--- src/design/i2csbr_pkg.sv ---
// ----------------------------------------------------------------------------
// i2csbr_pkg
// Shared constants and types for the I2C snoop record decoder.
// ----------------------------------------------------------------------------
package i2csbr_pkg;

  // Record layout: appended bytes counted from 0, result taken after the last.
  localparam int unsigned RECORD_WRITES = 10;
  localparam int unsigned REC_FIRST     = 5;
  localparam int unsigned REC_BYTES     = 4;

  // Bus framing
  localparam int unsigned BITS_PER_BYTE = 9;   // eight data bits plus acknowledge
  localparam int unsigned DATA_BITS     = 8;
  localparam int unsigned STORE_BYTE    = 2;   // frame byte that is latched
  localparam int unsigned FRAME_LEN     = 3;   // frame length that feeds the record

  // Configuration
  localparam int unsigned IDLE_GAP_W    = 16;
  localparam logic [IDLE_GAP_W-1:0] IDLE_GAP_RESET = 16'd50;
  localparam int unsigned CFG_ADDR_W    = 3;
  localparam int unsigned CFG_DATA_W    = 32;
  localparam logic [0:0] REG_IDLE_GAP   = 1'b0;   // register index 0

  // Stream widths
  localparam int unsigned IN_TDATA_W    = 8;
  localparam int unsigned OUT_TDATA_W   = 32;
  localparam int unsigned PRESS_W       = 10;
  localparam int unsigned HR_W          = 8;

  // Event queue between front and back
  localparam int unsigned QDEPTH        = 2;
  localparam int unsigned QPTR_W        = $clog2(QDEPTH);
  localparam int unsigned QCNT_W        = $clog2(QDEPTH + 1);

  // Snapshot of record bytes r5..r8, entry 0 is r5
  typedef logic [REC_BYTES-1:0][DATA_BITS-1:0] rec_t;

endpackage

--- src/design/i2csbr_front.sv ---
// ----------------------------------------------------------------------------
// i2csbr_front
// Line sampling, START/STOP detection, byte assembly and record capture.
// ----------------------------------------------------------------------------
module i2csbr_front (
  input  logic                               clk,
  input  logic                               rst_n,
  input  logic                               sample_valid,
  input  logic                               scl,
  input  logic                               sda,
  input  logic [i2csbr_pkg::IDLE_GAP_W-1:0]  idle_gap,
  output logic                               push_valid,
  output i2csbr_pkg::rec_t                   push_data
);
  import i2csbr_pkg::*;

  logic                  scl_prev_r, scl_prev_nxt;
  logic                  sda_prev_r, sda_prev_nxt;
  logic [3:0]            bit_cnt_r, bit_cnt_nxt;
  logic [3:0]            frame_r, frame_nxt;
  logic [7:0]            shift_r, shift_nxt;
  logic [7:0]            third_r, third_nxt;
  logic [3:0]            rec_cnt_r, rec_cnt_nxt;
  rec_t                  rec_r, rec_nxt;
  logic [IDLE_GAP_W-1:0] idle_r, idle_nxt;
  logic                  act_r, act_nxt;

  logic                  scl_fall, scl_rise, scl_high, start_seen, stop_seen;
  logic [3:0]            bit_inc;
  logic [3:0]            rec_pos;
  logic                  push;

  assign scl_fall   = scl_prev_r & ~scl;
  assign scl_rise   = ~scl_prev_r & scl;
  assign scl_high   = scl_prev_r & scl;
  assign start_seen = scl_high & sda_prev_r & ~sda;
  assign stop_seen  = scl_high & ~sda_prev_r & sda;
  assign bit_inc    = bit_cnt_r + 4'd1;
  assign rec_pos    = rec_cnt_r - 4'(REC_FIRST);

  always_comb begin
    scl_prev_nxt = scl_prev_r;
    sda_prev_nxt = sda_prev_r;
    bit_cnt_nxt  = bit_cnt_r;
    frame_nxt    = frame_r;
    shift_nxt    = shift_r;
    third_nxt    = third_r;
    rec_cnt_nxt  = rec_cnt_r;
    rec_nxt      = rec_r;
    idle_nxt     = idle_r;
    act_nxt      = act_r;
    push         = 1'b0;
    if (sample_valid) begin
      scl_prev_nxt = scl;
      sda_prev_nxt = sda;
      // restart the quiet timer on an SCL fall, else count up and hold at top
      if (scl_fall) begin
        idle_nxt = '0;
      end else if (idle_r != '1) begin
        idle_nxt = idle_r + 1'b1;
      end
      if (scl_rise) begin
        shift_nxt = {shift_r[6:0], sda};
        act_nxt   = 1'b1;
        if (bit_inc == 4'(DATA_BITS) && frame_r == 4'(STORE_BYTE)) begin
          third_nxt = {shift_r[6:0], sda};
        end
        if (bit_inc >= 4'(BITS_PER_BYTE)) begin
          bit_cnt_nxt = '0;
          if (frame_r != 4'hf) begin
            frame_nxt = frame_r + 4'd1;
          end
        end else begin
          bit_cnt_nxt = bit_inc;
        end
      end
      if (start_seen) begin
        bit_cnt_nxt = '0;
        act_nxt     = 1'b1;
      end else if (stop_seen) begin
        act_nxt   = 1'b1;
        frame_nxt = '0;
        if (frame_r == 4'(FRAME_LEN)) begin
          if (rec_cnt_r >= 4'(REC_FIRST) && rec_cnt_r < 4'(REC_FIRST + REC_BYTES)) begin
            rec_nxt[rec_pos[1:0]] = third_r;
          end
          if (rec_cnt_r != 4'hf) begin
            rec_cnt_nxt = rec_cnt_r + 4'd1;
          end
          if (rec_cnt_nxt >= 4'(RECORD_WRITES)) begin
            push        = 1'b1;
            rec_cnt_nxt = '0;
          end
        end
      end
      // drop a partial record once the bus has gone quiet
      if (act_nxt && idle_nxt > idle_gap) begin
        rec_cnt_nxt = '0;
        act_nxt     = 1'b0;
      end
    end
  end

  assign push_valid = push;
  assign push_data  = rec_nxt;

  always_ff @(posedge clk) begin
    if (!rst_n) begin
      scl_prev_r <= 1'b1;
      sda_prev_r <= 1'b1;
      bit_cnt_r  <= '0;
      frame_r    <= '0;
      shift_r    <= '0;
      third_r    <= '0;
      rec_cnt_r  <= '0;
      rec_r      <= '0;
      idle_r     <= '0;
      act_r      <= 1'b0;
    end else begin
      scl_prev_r <= scl_prev_nxt;
      sda_prev_r <= sda_prev_nxt;
      bit_cnt_r  <= bit_cnt_nxt;
      frame_r    <= frame_nxt;
      shift_r    <= shift_nxt;
      third_r    <= third_nxt;
      rec_cnt_r  <= rec_cnt_nxt;
      rec_r      <= rec_nxt;
      idle_r     <= idle_nxt;
      act_r      <= act_nxt;
    end
  end

endmodule

--- src/design/i2csbr_queue.sv ---
// ----------------------------------------------------------------------------
// i2csbr_queue
// Short queue of completed records between front and back.
// ----------------------------------------------------------------------------
module i2csbr_queue (
  input  logic              clk,
  input  logic              rst_n,
  input  logic              push,
  input  i2csbr_pkg::rec_t  push_data,
  output logic              full,
  output logic              head_valid,
  output i2csbr_pkg::rec_t  head_data,
  input  logic              pop
);
  import i2csbr_pkg::*;

  rec_t              mem_r [QDEPTH];
  logic [QPTR_W-1:0] wr_ptr_r, wr_ptr_nxt;
  logic [QPTR_W-1:0] rd_ptr_r, rd_ptr_nxt;
  logic [QCNT_W-1:0] cnt_r, cnt_nxt;

  assign full       = (cnt_r == QCNT_W'(QDEPTH));
  assign head_valid = (cnt_r != '0);
  assign head_data  = mem_r[rd_ptr_r];

  always_comb begin
    wr_ptr_nxt = wr_ptr_r;
    rd_ptr_nxt = rd_ptr_r;
    if (push) begin
      wr_ptr_nxt = (wr_ptr_r == QPTR_W'(QDEPTH - 1)) ? '0 : wr_ptr_r + 1'b1;
    end
    if (pop) begin
      rd_ptr_nxt = (rd_ptr_r == QPTR_W'(QDEPTH - 1)) ? '0 : rd_ptr_r + 1'b1;
    end
    cnt_nxt = cnt_r + QCNT_W'(push) - QCNT_W'(pop);
  end

  always_ff @(posedge clk) begin
    if (push) begin
      mem_r[wr_ptr_r] <= push_data;
    end
  end

  always_ff @(posedge clk) begin
    if (!rst_n) begin
      wr_ptr_r <= '0;
      rd_ptr_r <= '0;
      cnt_r    <= '0;
    end else begin
      wr_ptr_r <= wr_ptr_nxt;
      rd_ptr_r <= rd_ptr_nxt;
      cnt_r    <= cnt_nxt;
    end
  end

endmodule

--- src/design/i2csbr_back.sv ---
// ----------------------------------------------------------------------------
// i2csbr_back
// BCD decode of a completed record into the output register.
// ----------------------------------------------------------------------------
module i2csbr_back (
  input  logic                           clk,
  input  logic                           rst_n,
  input  logic                           head_valid,
  input  i2csbr_pkg::rec_t               head_data,
  output logic                           pop,
  output logic                           res_valid,
  input  logic                           res_ready,
  output logic [i2csbr_pkg::PRESS_W-1:0] systolic,
  output logic [i2csbr_pkg::PRESS_W-1:0] diastolic,
  output logic [i2csbr_pkg::HR_W-1:0]    heart_rate
);
  import i2csbr_pkg::*;

  localparam logic [10:0] PRESSURE_MAX = 11'd999;

  logic               vld_r, vld_nxt;
  logic [PRESS_W-1:0] sys_r, dia_r;
  logic [HR_W-1:0]    hr_r;
  logic [10:0]        sys_sum, dia_sum;

  function automatic logic [10:0] bcd3(input logic [3:0] hund, input logic [7:0] tens);
    logic [10:0] v;
    v = 11'(hund) * 11'd100 + 11'(tens[7:4]) * 11'd10 + 11'(tens[3:0]);
    return v;
  endfunction

  assign sys_sum = bcd3(head_data[0][7:4], head_data[1]);
  assign dia_sum = bcd3(head_data[0][3:0], head_data[2]);

  // load a new result when the output register is free or being taken
  assign pop = head_valid && (!vld_r || res_ready);

  always_comb begin
    vld_nxt = vld_r;
    if (pop) begin
      vld_nxt = 1'b1;
    end else if (res_ready) begin
      vld_nxt = 1'b0;
    end
  end

  always_ff @(posedge clk) begin
    if (pop) begin
      sys_r <= (sys_sum > PRESSURE_MAX) ? PRESSURE_MAX[PRESS_W-1:0] : sys_sum[PRESS_W-1:0];
      dia_r <= (dia_sum > PRESSURE_MAX) ? PRESSURE_MAX[PRESS_W-1:0] : dia_sum[PRESS_W-1:0];
      hr_r  <= head_data[3];
    end
  end

  always_ff @(posedge clk) begin
    if (!rst_n) begin
      vld_r <= 1'b0;
    end else begin
      vld_r <= vld_nxt;
    end
  end

  assign res_valid  = vld_r;
  assign systolic   = sys_r;
  assign diastolic  = dia_r;
  assign heart_rate = hr_r;

endmodule

--- src/design/i2c_snoop_bcd_record_decoder.sv ---
// ----------------------------------------------------------------------------
// i2c_snoop_bcd_record_decoder
// Watches sampled SCL/SDA lines and decodes a blood-pressure record.
// ----------------------------------------------------------------------------
//
//  Channel  Dir  Handshake             Payload
//  in_      in   in_tvalid/in_tready   tdata: scl_level, sda_level (one sample)
//  out_     out  out_tvalid/out_tready tdata: systolic, diastolic, heart_rate
//  cfg_     in   APB psel/penable      idle_gap at byte address 0
//
//  One line sample is taken per cycle while in_tready is high; a record
//  result is written into the queue on the STOP that completes it and is
//  then loaded into the output register. The front keeps sampling while
//  fewer than two results wait in the queue; in_tready drops whenever that
//  queue is full. Reset (synchronous, rst_n low) returns the bus to
//  idle-high and the idle gap register to 50; no clearing pass is needed.
//
module i2c_snoop_bcd_record_decoder (
  input  logic                                clk,
  input  logic                                rst_n,
  // stream in
  input  logic                                in_tvalid,
  output logic                                in_tready,
  input  logic [i2csbr_pkg::IN_TDATA_W-1:0]   in_tdata,    // [0] scl_level, [1] sda_level
  // stream out
  output logic                                out_tvalid,
  input  logic                                out_tready,
  output logic [i2csbr_pkg::OUT_TDATA_W-1:0]  out_tdata,   // [9:0] systolic,
                                                           // [19:10] diastolic,
                                                           // [27:20] heart_rate
  // configuration
  input  logic                                cfg_psel,
  input  logic                                cfg_penable,
  input  logic                                cfg_pwrite,
  input  logic [i2csbr_pkg::CFG_ADDR_W-1:0]   cfg_paddr,
  input  logic [i2csbr_pkg::CFG_DATA_W-1:0]   cfg_pwdata,
  output logic [i2csbr_pkg::CFG_DATA_W-1:0]   cfg_prdata,
  output logic                                cfg_pready
);
  import i2csbr_pkg::*;

  logic [IDLE_GAP_W-1:0] idle_gap_r, idle_gap_nxt;
  logic                  cfg_wr;
  logic                  sample_valid;
  logic                  q_full, q_push, head_valid, q_pop;
  rec_t                  push_data, head_data;
  logic                  res_valid;
  logic [PRESS_W-1:0]    systolic, diastolic;
  logic [HR_W-1:0]       heart_rate;

  // configuration register: write completes in the access phase
  assign cfg_pready = 1'b1;
  assign cfg_wr     = cfg_psel & cfg_penable & cfg_pwrite & cfg_pready;

  always_comb begin
    idle_gap_nxt = idle_gap_r;
    if (cfg_wr && cfg_paddr[2] == REG_IDLE_GAP) begin
      idle_gap_nxt = cfg_pwdata[IDLE_GAP_W-1:0];
    end
  end

  // read back; addresses beyond the register read as zero
  assign cfg_prdata = (cfg_paddr[2] == REG_IDLE_GAP) ?
                      CFG_DATA_W'(idle_gap_r) : '0;

  always_ff @(posedge clk) begin
    if (!rst_n) begin
      idle_gap_r <= IDLE_GAP_RESET;
    end else begin
      idle_gap_r <= idle_gap_nxt;
    end
  end

  // hold samples only while the record queue has no room
  assign in_tready    = ~q_full;
  assign sample_valid = in_tvalid & in_tready;

  i2csbr_front u_front (
    .clk          (clk),
    .rst_n        (rst_n),
    .sample_valid (sample_valid),
    .scl          (in_tdata[0]),
    .sda          (in_tdata[1]),
    .idle_gap     (idle_gap_r),
    .push_valid   (q_push),
    .push_data    (push_data)
  );

  i2csbr_queue u_queue (
    .clk        (clk),
    .rst_n      (rst_n),
    .push       (q_push),
    .push_data  (push_data),
    .full       (q_full),
    .head_valid (head_valid),
    .head_data  (head_data),
    .pop        (q_pop)
  );

  i2csbr_back u_back (
    .clk        (clk),
    .rst_n      (rst_n),
    .head_valid (head_valid),
    .head_data  (head_data),
    .pop        (q_pop),
    .res_valid  (res_valid),
    .res_ready  (out_tready),
    .systolic   (systolic),
    .diastolic  (diastolic),
    .heart_rate (heart_rate)
  );

  assign out_tvalid = res_valid;
  assign out_tdata  = {{(OUT_TDATA_W - 2*PRESS_W - HR_W){1'b0}},
                       heart_rate, diastolic, systolic};

endmodule

--- config.mk ---
export PLATFORM = sky130hd
export DESIGN_NAME = i2c_snoop_bcd_record_decoder
export DESIGN_NICKNAME = d
export VERILOG_FILES = /design/src/design/i2csbr_pkg.sv /design/src/design/i2csbr_front.sv /design/src/design/i2csbr_queue.sv /design/src/design/i2csbr_back.sv /design/src/design/i2c_snoop_bcd_record_decoder.sv
export SDC_FILE = /design/constraint.sdc
export NUM_CORES = 1
export LEC_CHECK = 0
export ABC_AREA = 1
export BUFFER_PORTS_ARGS = -buffer_cell sky130_fd_sc_hd__buf_2
export CORE_MARGIN = 10
export CORE_UTILIZATION = 50
export CTS_CLUSTER_DIAMETER = 150
export DETAILED_ROUTE_END_ITERATION = 8
export HOLD_SLACK_MARGIN = 0.08
export PLACE_DENSITY = 0.7
export SLEW_MARGIN = 20
export SYNTH_ARGS = -nofsm -noshare
export SYNTH_HDL_FRONTEND = slang
export SYNTH_SLANG_ARGS = --single-unit
--- constraint.sdc ---
create_clock -name clk -period 9.41 [get_ports clk]
set_input_delay 1.882 -clock clk [delete_from_list [all_inputs] [get_ports clk]]
set_output_delay 1.882 -clock clk [all_outputs]
set_load 0.01 [all_outputs]
* After elaboration in Yosys (flattened, before gate mapping)
Memories as Yosys holds them, arrays and structs flattened. A register that Yosys moved wholly into a read port is not among the register bits.
Index checks and enable logic that the tools add are counted.
** Word-level totals
- Register bits :: 127
- Bits in writable memories :: 64
- Input port bits :: 50
- Output and inout port bits :: 67
- Logic and storage cells :: 137
- Memories kept :: 1
** Memory list
- u_queue.mem_r :: words 2, width 32, rd ports 1, clocked after memory_dff 1, wr ports 1, RTL line i2csbr_queue.sv:17 : rec_t mem_r [QDEPTH];
** Operators by class
- $add $sub $neg :: 13
- Multipliers :: 4
- Order comparisons :: 9
- Equal/unequal tests :: 8
- Multiplexer cells :: 48
- Bitwise gates (word level) :: 16
- Reduce and logical (&&, ||, !) cells :: 17
** Operator list (number)
- $mux W32 :: 5
- $mux W4 :: 18
- $mux W16 :: 4
- $bwmux W32 :: 1
- $add A11 B4 Y11 :: 2
- $add A11 B8 Y11 :: 2
- $gt A11 B10 Y1 const B :: 2
- $mul A4 B5 Y9 const B :: 2
- $mux W1 :: 18
- $add A16 B1 Y16 const B :: 1
- $demux W8 S2 :: 1
- $gt A16 B16 Y1 :: 1
- $ne A16 B16 Y1 const B :: 1
- $mul A4 B3 Y7 const B :: 2
- $add A4 B1 Y4 const B :: 3
- $and A1 B1 Y1 :: 10
- $reduce_bool A2 Y1 :: 5
- $eq A4 B2 Y1 const B :: 2
- $ge A4 B4 Y1 const B :: 2
- $mux W8 :: 1
- $ne A4 B4 Y1 const B :: 2
- $logic_and A1 B1 Y1 :: 6
- $not A1 Y1 :: 6
- $eq A4 B4 Y1 const B :: 1
- other kinds (15) :: 17

* Depth between registers and ports, before layout
- Depth in word-level cells :: 14
- Gate-level depth with buffers :: 25
- Depth with buffers taken out :: 24

* Hierarchy
Synthesis repeated with hierarchy kept, for this count alone.
** Second synthesis, totals
- Cell total of the unflattened synthesis :: 1216
- Area, all modules :: 10814.1 µm²
** Modules (own cells, without submodules)
- i2csbr_front :: times used 1, cells an instance 630, area each 4340.4 µm²
- i2csbr_back :: times used 1, cells an instance 290, area each 2715.1 µm²
- i2csbr_queue :: times used 1, cells an instance 133, area each 2691.3 µm²
- i2c_snoop_bcd_record_decoder :: times used 1, cells an instance 163, area each 1067.3 µm²

* Worst setup path after synthesis
Ideal clock, no wire load.
- Kind :: input port to flip-flop
- Start point :: input in_tvalid
- End point :: memory u_queue.mem_r[1][0] (netlist bit) (enable)
- Arrival time :: 4.059 ns
- Data required time :: 8.987 ns
- Path slack :: 4.928 ns
- Stages on the path :: 7
- Path through :: a21boi_4 > inv_2 > nor3_2 > inv_1 > nor2_2 > inv_1 > nor2_1
** Between the ends
- Cells in the longest elaborated chain, start to end :: 4
** Ends and longest elaborated chain
- start, declared :: RTL line i2c_snoop_bcd_record_decoder.sv:22 : input logic in_tvalid,
- $and A1 B1 Y1 :: RTL line i2c_snoop_bcd_record_decoder.sv:76 : assign sample_valid = in_tvalid & in_tready;
- $mux W1 :: RTL line i2csbr_front.sv:53 : if (sample_valid) begin
- via q_push :: RTL line i2c_snoop_bcd_record_decoder.sv:45 : logic q_full, q_push, head_valid, q_pop;
- $mux W1 :: RTL line i2csbr_queue.sv:39 : if (push) begin
- $mux W1 (not written as such) :: RTL line i2csbr_queue.sv:40 : mem_r[wr_ptr_r] <= push_data;
- end, declared :: RTL line i2csbr_queue.sv:17
The timed path passes the listed nets, and every way through them passes these cells.

* Worst setup path in the final report
- Start point :: input cfg_paddr[2] (netlist bit)
- End point :: output cfg_prdata[12] (netlist bit)
** Between the ends
- Cells in the longest elaborated chain, start to end :: 1
** Ends and longest elaborated chain
- start, declared :: RTL line i2c_snoop_bcd_record_decoder.sv:35 : input logic [i2csbr_pkg::CFG_ADDR_W-1:0] cfg_paddr,
- $mux W16 :: RTL line i2c_snoop_bcd_record_decoder.sv:63 : assign cfg_prdata = (cfg_paddr[2] == REG_IDLE_GAP) ?
- end, declared :: RTL line i2c_snoop_bcd_record_decoder.sv:37 : output logic [i2csbr_pkg::CFG_DATA_W-1:0] cfg_prdata,
Every way passes these cells.

==> out/qor.yml <==
status: "finished, final reports clean"
synth-simple-area-share_pct: 15.88
antenna_found_initial: 0
r2r_cells: 17
hold_depth: 2
crit_buf_inv: 2
highest_layer: "met4"
synth_compound_area_share_pct: 11.22
slowest_delay_ns: 0.26
port_buffers: 71
setup_viol: 0
vias: 7271
drcViolationCount: 0
timing.final.crit_share_pct: 45.39
io_pins: 117
ant_nets: 0
synth_seq_cells: 192
path_depth: 3
wl_met2_um: 9520
tns_ns: 0
synth.cell_area_um2: 10330
antennaDiodeCount: 0
die_x_um: 163.7
grt_overflow: 0
hp-class: "flop to flop"
slowest_stage: "buf_2"
hold_buffers: 0
synth_top_family_by_area: "simple AND/OR/NAND/NOR gates"
yosysWarnings: 0
track_usage_pct: 14.72
syn_avg_cell_area_um2: 9.173
place_inst: 1439
yosysSeqAreaShare_pct: 46.13
grt_max_degree: 60
critPathLaunchType: "primary input"
cts.path.max_buffers: 2
fmaxAchievable_mhz: 234.1
cts_resized: 0
synthMuxAreaShare_pct: 3.028
nNetsFinal: 1326
slew_violations: 0
cts_root_buffer: "clkbuf_16"
chipHeight_um: 163.7
wl_um: 19230
cts_tree: "done"
cp_data_required_time_ns: 7.53
synthFlopType: "dfxtp_1"
synth.area.top_cells: "edfxtp_1, dfxtp_1, ha_1"
hold_slack_ns: 0.4613
worstMarginPinSlew_ns: 0.9445
cp_top_family: "buffers and inverters"
rsz0062_at_grt: "false"
fin_skew_ns: 0.007745
maxCapViolCount: 0
grt_pass1_vias: 6835
firstDrtPassIters: 4
drtIter0Drc: 248
routedWlPerCell_um: 13.07
syn2layout_area_growth_pct: 10.09
clk_latency_ns: 0.44
crit_arrival_ns: 2.39
power_density_nw_per_um2: 285.2
crit_chain: "buf_2 -> nor2_1 -> buf_2"
coreArea_um2: 20300
wl_met1_um: 8788
total_power_mw: 3.243
cp_max_fo: 17
fin_crit_ns: 4.272
end_kind: "primary output"
yosysTopAreaCell: "edfxtp_1"
dp_hpwl_um: 13890
dieArea_um2: 26810
synthCells: 1126
grt_first_pass_wirelength_um: 32410
post-cts-setup-buffer-count: 0
synth_common_cells: "inv_1, nand2_1, dfxtp_1"
synth_fa_ha_area_share_pct: 11.39
row_count: 52
synth_edf_count: 92
cts_buffers: 17
p_leak_nw: 5.346
async_reset_ff_share_pct: 0
final_cells: 1471
cts.reportedPaths.clkPinSlew_ns: 0.07
slew_headroom_pct: 37.03
synth_xor_area_share_pct: 2.362
drive_above_1_share_pct: 17.74
synth_cell_types: 52
ir_drop_mv: 0.1633
h-tree-depth: 4
yosysMostFrequentCell: "inv_1"
initial_core_util_pct: 50.88
routed-wl-met3_um: 590
viasPerCell: 4.943
fillers: 1846
cp_common_cell: "buf_2"
place.gp.congestion: 0.8223
final_hold_viol_count: 0
critPathKind: "primary input to primary output"
synth_top_cell_area_share_pct: 26.75
numClockSinks: 192
-- layout make-up --
type                       count  area (um^2)  area share (%)
clock buffer                  19        442.9           3.895
clock inverter                13        102.6          0.9023
inverter                     188        706.9           6.217
multi-input combinational    713         4623           40.66
sequential                   192         4765           41.90
tap                          270        337.8           2.971
timing repair buffer          76        392.9           3.455
-- registers in the layout, indices dropped and copies added (netlist names), 4 cells and up, named ones only --
| signal | flops |
|---|---|
| u_front.rec_r | 32 |
| u_back.systolic | 10 |
| u_front.bit_cnt_r | 4 |
| u_front.idle_r | 16 |
| u_front.third_r | 8 |
| u_back.diastolic | 10 |
| u_back.heart_rate | 8 |
| u_front.rec_cnt_r | 4 |
| u_queue.mem_r | 64 |
| u_front.frame_r | 4 |
| idle_gap_r | 16 |
| u_front.shift_r | 7 |
-- routing by layer --
layer / global-route usage, % / up-vias
li1: - / 3789
met1: 17.93 / 3368
met2: 25.67 / 91
met3: 2.829 / 23
met4: 4.752 / 0
met5: 0 / -
-- cells by family after synthesis --
| family | Yosys count |
|---|---|
| AOI/OAI and AO/OA | 191 |
| muxes | 28 |
| buffers and inverters | 240 |
| DFF | 192 |
| xor gates and xnor gates | 27 |
| adders and majority gates | 88 |
| other | 2 |
| and+or+nand+nor | 358 |
-- worst register-to-register path, cell delays in order (launching register included) --
cell and delay, ns:
dfxtp_1 0.31, buf_4 0.39, mux2_2 0.46, ha_1 0.31, ha_1 0.23, fa_1 0.38, xnor2_1 0.14, ha_1 0.31
ha_1 0.36, nand2_1 0.09, inv_1 0.07, nand4_1 0.07, o211ai_1 0.15, nand2_1 0.08, nand2_1 0.07, nand2_1 0.07
xor2_2 0.34, nand3_1 0.14
-- per-stage QoR --
| stage | instance area (um^2) | worst slack [ns] | util (%) |
|---|---|---|---|
| global route | 11370 | 4.799 | 56.02 |
| CTS | 11370 | 5.107 | 56.02 |
| global placement | 10830 | 5.140 | 53.33 |
| floorplan | 10400 | 4.928 | - |
| detailed placement | 10830 | 5.141 | 53.33 |
| finish | 11370 | 5.138 | 56.02 |
-- path summary, 6_finish.rpt --
| path | from | endpoint | slack, ns |
|---|---|---|---|
| worst max-delay path | cfg_paddr[2] | cfg_prdata[12] | 5.14 |
| worst min-delay path | u_front.shift_r[0] | u_front.third_r[1] | 0.46 |
| worst max register to register | flop | u_back.diastolic[8] | 5.17 |
| worst min register to register | u_front.shift_r[0] | u_front.third_r[1] | 0.46 |
-- cell usage in the layout (no fill, tap or decap), types with 21 or more instances in the layout --
| cell | n |
|---|---|
| inv_1 | 181 |
| nand2_1 | 149 |
| dfxtp_1 | 100 |
| edfxtp_1 | 92 |
| nor2_1 | 91 |
| ha_1 | 78 |
| buf_2 | 71 |
| a21oi_1 | 66 |
| o21ai_0 | 63 |
| nand3_1 | 51 |
| o21ai_2 | 32 |
| mux2_2 | 26 |
| conb_1 | 21 |
-- report_power, final --
part | switching [mW] | total, mW | internal, mW | leakage (nW)
logic | 0.876 | 1.47 | 0.597 | 3.41
registers | 0.0405 | 1.09 | 1.05 | 1.67
clock network | 0.324 | 0.675 | 0.351 | 0.270
total | 1.24 | 3.24 | 2.00 | 5.35
Note: power is estimated with default switching activity, not from simulation.
